==> src/hdl/mrbb_ram.sv <==
// Single-port synchronous RAM, registered read, write takes priority.
module mrbb_ram #(
	parameter int WIDTH = 8,
	parameter int DEPTH = 16
) (
	input  logic                                     clk,
	input  logic                                     we,
	input  logic [(DEPTH > 1 ? $clog2(DEPTH) : 1)-1:0] addr,
	input  logic [WIDTH-1:0]                         wdata,
	output logic [WIDTH-1:0]                         rdata
);

	logic [WIDTH-1:0] mem [DEPTH];
	logic [WIDTH-1:0] rdata_q;

	always_ff @(posedge clk) begin
		if (we) begin
			mem[addr] <= wdata;
		end else begin
			rdata_q <= mem[addr];
		end
	end

	assign rdata = rdata_q;

endmodule

==> config.mk <==
export PLATFORM = sky130hd
export DESIGN_NAME = mrbb_ram
export DESIGN_NICKNAME = d
export VERILOG_FILES = /design/src/hdl/mrbb_ram.sv
export SDC_FILE = /design/constraint.sdc
export NUM_CORES = 1
export LEC_CHECK = 0
export BUFFER_PORTS_ARGS = -buffer_cell sky130_fd_sc_hd__buf_2
export CORE_MARGIN = 5
export CORE_UTILIZATION = 57
export CTS_BUF_LIST = sky130_fd_sc_hd__clkbuf_8
export CTS_CLUSTER_SIZE = 8
export DETAILED_ROUTE_END_ITERATION = 12
export PLACE_DENSITY = 0.89
export SETUP_SLACK_MARGIN = 0.2
export SLEW_MARGIN = 20
export SYNTH_ARGS = -nofsm -noshare
export SYNTH_HDL_FRONTEND = slang
export SYNTH_SLANG_ARGS = --single-unit
==> constraint.sdc <==
create_clock -name clk -period 1.74 [get_ports clk]
set_input_delay 0.348 -clock clk [delete_from_list [all_inputs] [get_ports clk]]
set_output_delay 0.348 -clock clk [all_outputs]
set_load 0.005 [all_outputs]
==> impl_metrics.tcl <==
set metrics [dict create \
    num_rows 34 \
    cap_violations 0 \
    cp_slowest_cell "sky130_fd_sc_hd__mux4_2" \
    syn-instance-count 231 \
    timing_worst_slew_pin_value_ns 0.438 \
    area_delta_synth_final_pct 19.6 \
    timing.critical_path.to_type "flop" \
    ant_diodes 0 \
    synth_seq_cells 136 \
    yosysSeqAreaShare 0.793 \
    crit_path_max_fanout 1 \
    synth.most_common_cell "sky130_fd_sc_hd__edfxtp_1" \
    placed_cells_incl_taps 368 \
    startpoint "mem[3][3]$_DFFE_PP_" \
    i_o_pin_cnt 22 \
    path_delay_family "multiplexers" \
    ctsHtreeMaxLevel 4 \
    synth_unique_cells 18 \
    slowest_delay_ns 0.52 \
    critical_path_required_ns 1.92 \
    die_x_um 105 \
    grt_util_overall 0.197 \
    total_leakage_power_nw 2.01 \
    maximum_number_of_pins_on_one_net_before_global_route_repair 24 \
    cp_num_buf_inv 0 \
    final_util 0.703 \
    cts_buffers 17 \
    core_mm2 0.00876 \
    cts.root.buffer_cell "sky130_fd_sc_hd__clkbuf_8" \
    post_synth_most_frequent_cells "136 x sky130_fd_sc_hd__edfxtp_1, 32 x sky130_fd_sc_hd__mux4_2, 16 x sky130_fd_sc_hd__a22oi_1, 13 x sky130_fd_sc_hd__nor2_1, 9 x sky130_fd_sc_hd__nand2_1" \
    clkTransAtPathRegs_ns 0.07 \
    finalWirelength_um 10000 \
    fin_worst_hold_slack_ns 0.302 \
    finClkSkew_ns 0.00777 \
    vdd_drop_max_mv 1.24 \
    via_count 2484 \
    cts_sinks 136 \
    routability_congestion_estimate_from_global_placement 0.774 \
    finalSetupViolations 0 \
    floorplan.initialDensity 0.588 \
    number_of_enable_flip_flop_cells_after_synthesis 136 \
    synthesis.nets 245 \
    placement.io_buffers 21 \
    final_min_period_over_clock_period 0.860 \
    final_hold_viol_count 0 \
    yosys_warnings 0 \
    worstReg2RegStart "mem[3][3]$_DFFE_PP_" \
    drt_pass1_iterations 5 \
    remaining_drc_errors 0 \
    synth_largest_type_area_fraction 0.793 \
    die_y_um 105 \
    netlist.top_cell.by_area "sky130_fd_sc_hd__edfxtp_1" \
    fill_cells 496 \
    period_needed_ns 1.50 \
    grt_antenna_before_repair 0 \
    worstPathCellList "mux4_2, a22oi_2, nand2_1" \
    hp-class "input port to flop" \
    fp.dieArea_mm2 0.0110 \
    vias_per_cell 6.21 \
    detailedRoute.firstIterationViolations 204 \
    grt_first_pass_wirelength_um 15600 \
    critical_path_data_arrival_time_ns 1.68 \
    timing.setup.tns_ns 0 \
    final-instance-count-excl-fill 400 \
    critPathKind "flop to flop" \
    cts_max_path_buffers 2 \
    overflow 0 \
    worstSkewPairLatency_ns 0.43 \
    synth_area_per_cell_um2 22.3 \
    drive_above_1_share 0.411 \
    status "complete, no violations" \
    post-dp-hpwl_um 6410 \
    final_net_count 294 \
    cts_tree "yes" \
    slew_headroom 0.708 \
    grt_pass1_vias 2625 \
    ant_nets_after_route 0 \
    post_synth_instance_area_mm2 0.00515 \
    leading_cell_types_by_total_area_after_synthesis "sky130_fd_sc_hd__edfxtp_1 79%, sky130_fd_sc_hd__mux4_2 14%, sky130_fd_sc_hd__a22oi_1 2.3%" \
    synthFlopType "sky130_fd_sc_hd__edfxtp_1" \
    setup_repair_after_global_routing_missed_its_margin "no" \
    min-delay-start "wdata[0]" \
    slew_viol_final 0 \
    p_per_area_mw_per_mm2 1200 \
    async_reset_ff_frac 0 \
    worst_setup_sp_type "flop" \
    cts_setup_buffers 0 \
    wl_per_cell_um 25.1 \
    max_clock_freq_ghz 0.668 \
]
[logic make-up (layout without fill, tap and decap cells)]
kind of cell,count (synthesis),count (layout),synth area share
DFF,136,136,0.793
buffers and inverters,12,73,0.0124
and+or+nand+nor,35,35,0.0311
AOI/OAI and AO/OA,16,16,0.0233
muxes,32,32,0.140
[power by group]
| group | total [mW] | switching [mW] | internal, mW |
|---|---|---|---|
| combinational | 0.383 | 0.217 | 0.166 |
| sequential | 3.71 | 0.0205 | 3.69 |
| clock | 3.28 | 1.15 | 2.12 |
| total | 7.37 | 1.39 | 5.98 |
[timing repair]
| action | CTS | global route |
|---|---|---|
| resized for setup | 1 | 4 |
| endpoints found under the hold margin | 0 | 0 |
| gates cloned | 0 | 1 |
| endpoints found under the setup margin | 1 | 4 |
| hold buffers | 0 | 0 |
[stage by stage]
stage	worst slack, ns	cell area (um^2)	power, mW
after floorplan	0.0757	5250	3.99
after global placement	-0.128	5600	4.12
after detailed placement	-0.188	5600	4.15
after CTS	0.231	6110	7.38
after global routing	0.204	6160	7.60
final	0.243	6160	7.37
[layout make-up]
| type | instances | area, um^2 | area share |
|---|---|---|---|
| tap | 108 | 135 | 0.0219 |
| sequential | 136 | 4080 | 0.663 |
| clock inverter | 14 | 279 | 0.0453 |
| inverter | 1 | 3.75 | 0.000609 |
| multi-input combinational | 83 | 1100 | 0.179 |
| clock buffer | 17 | 234 | 0.0380 |
| timing repair buffer | 41 | 323 | 0.0524 |
[cells in the final DEF, fill, tap and decap left out, types with 4 or more instances in the layout]
cell type,n
sky130_fd_sc_hd__clkbuf_8,17
sky130_fd_sc_hd__buf_12,4
sky130_fd_sc_hd__clkinvlp_4,4
sky130_fd_sc_hd__edfxtp_1,136
sky130_fd_sc_hd__nand2_1,9
sky130_fd_sc_hd__buf_4,15
sky130_fd_sc_hd__buf_2,21
sky130_fd_sc_hd__a22oi_1,11
sky130_fd_sc_hd__bufinv_16,8
sky130_fd_sc_hd__nor2_4,7
sky130_fd_sc_hd__a22oi_2,5
sky130_fd_sc_hd__nor3_2,4
sky130_fd_sc_hd__nor2_1,5
sky130_fd_sc_hd__mux4_2,32
[layer usage]
metal	part of all wire	track usage
met1	0.39	0.254
met2	0.51	0.317
met4	0.021	0.0822
met3	0.073	0.0567
met5	0	0
[path summary, 6_finish.rpt]
kind | endpoint | slack [ns] | cells after the start
max | rdata[3]$_DFFE_PN_ | 0.24 | 3
min | mem[2][0]$_DFFE_PP_ | 0.30 | 1
max reg2reg | rdata[3]$_DFFE_PN_ | 0.24 | 3
min reg2reg | rdata[6]$_DFFE_PN_ | 0.76 | 3
[state kept, by name, summed over array words and instances, names as in the netlist]
name	flops
mem	128
rdata	8
[worst reg2reg max path, stage by stage (launching register included)]
cell                       delay [ns]
sky130_fd_sc_hd__edfxtp_1        0.39
sky130_fd_sc_hd__mux4_2          0.52
sky130_fd_sc_hd__a22oi_2         0.25
sky130_fd_sc_hd__nand2_1         0.08
No activity file was read; power rests on OpenSTA's default activity.
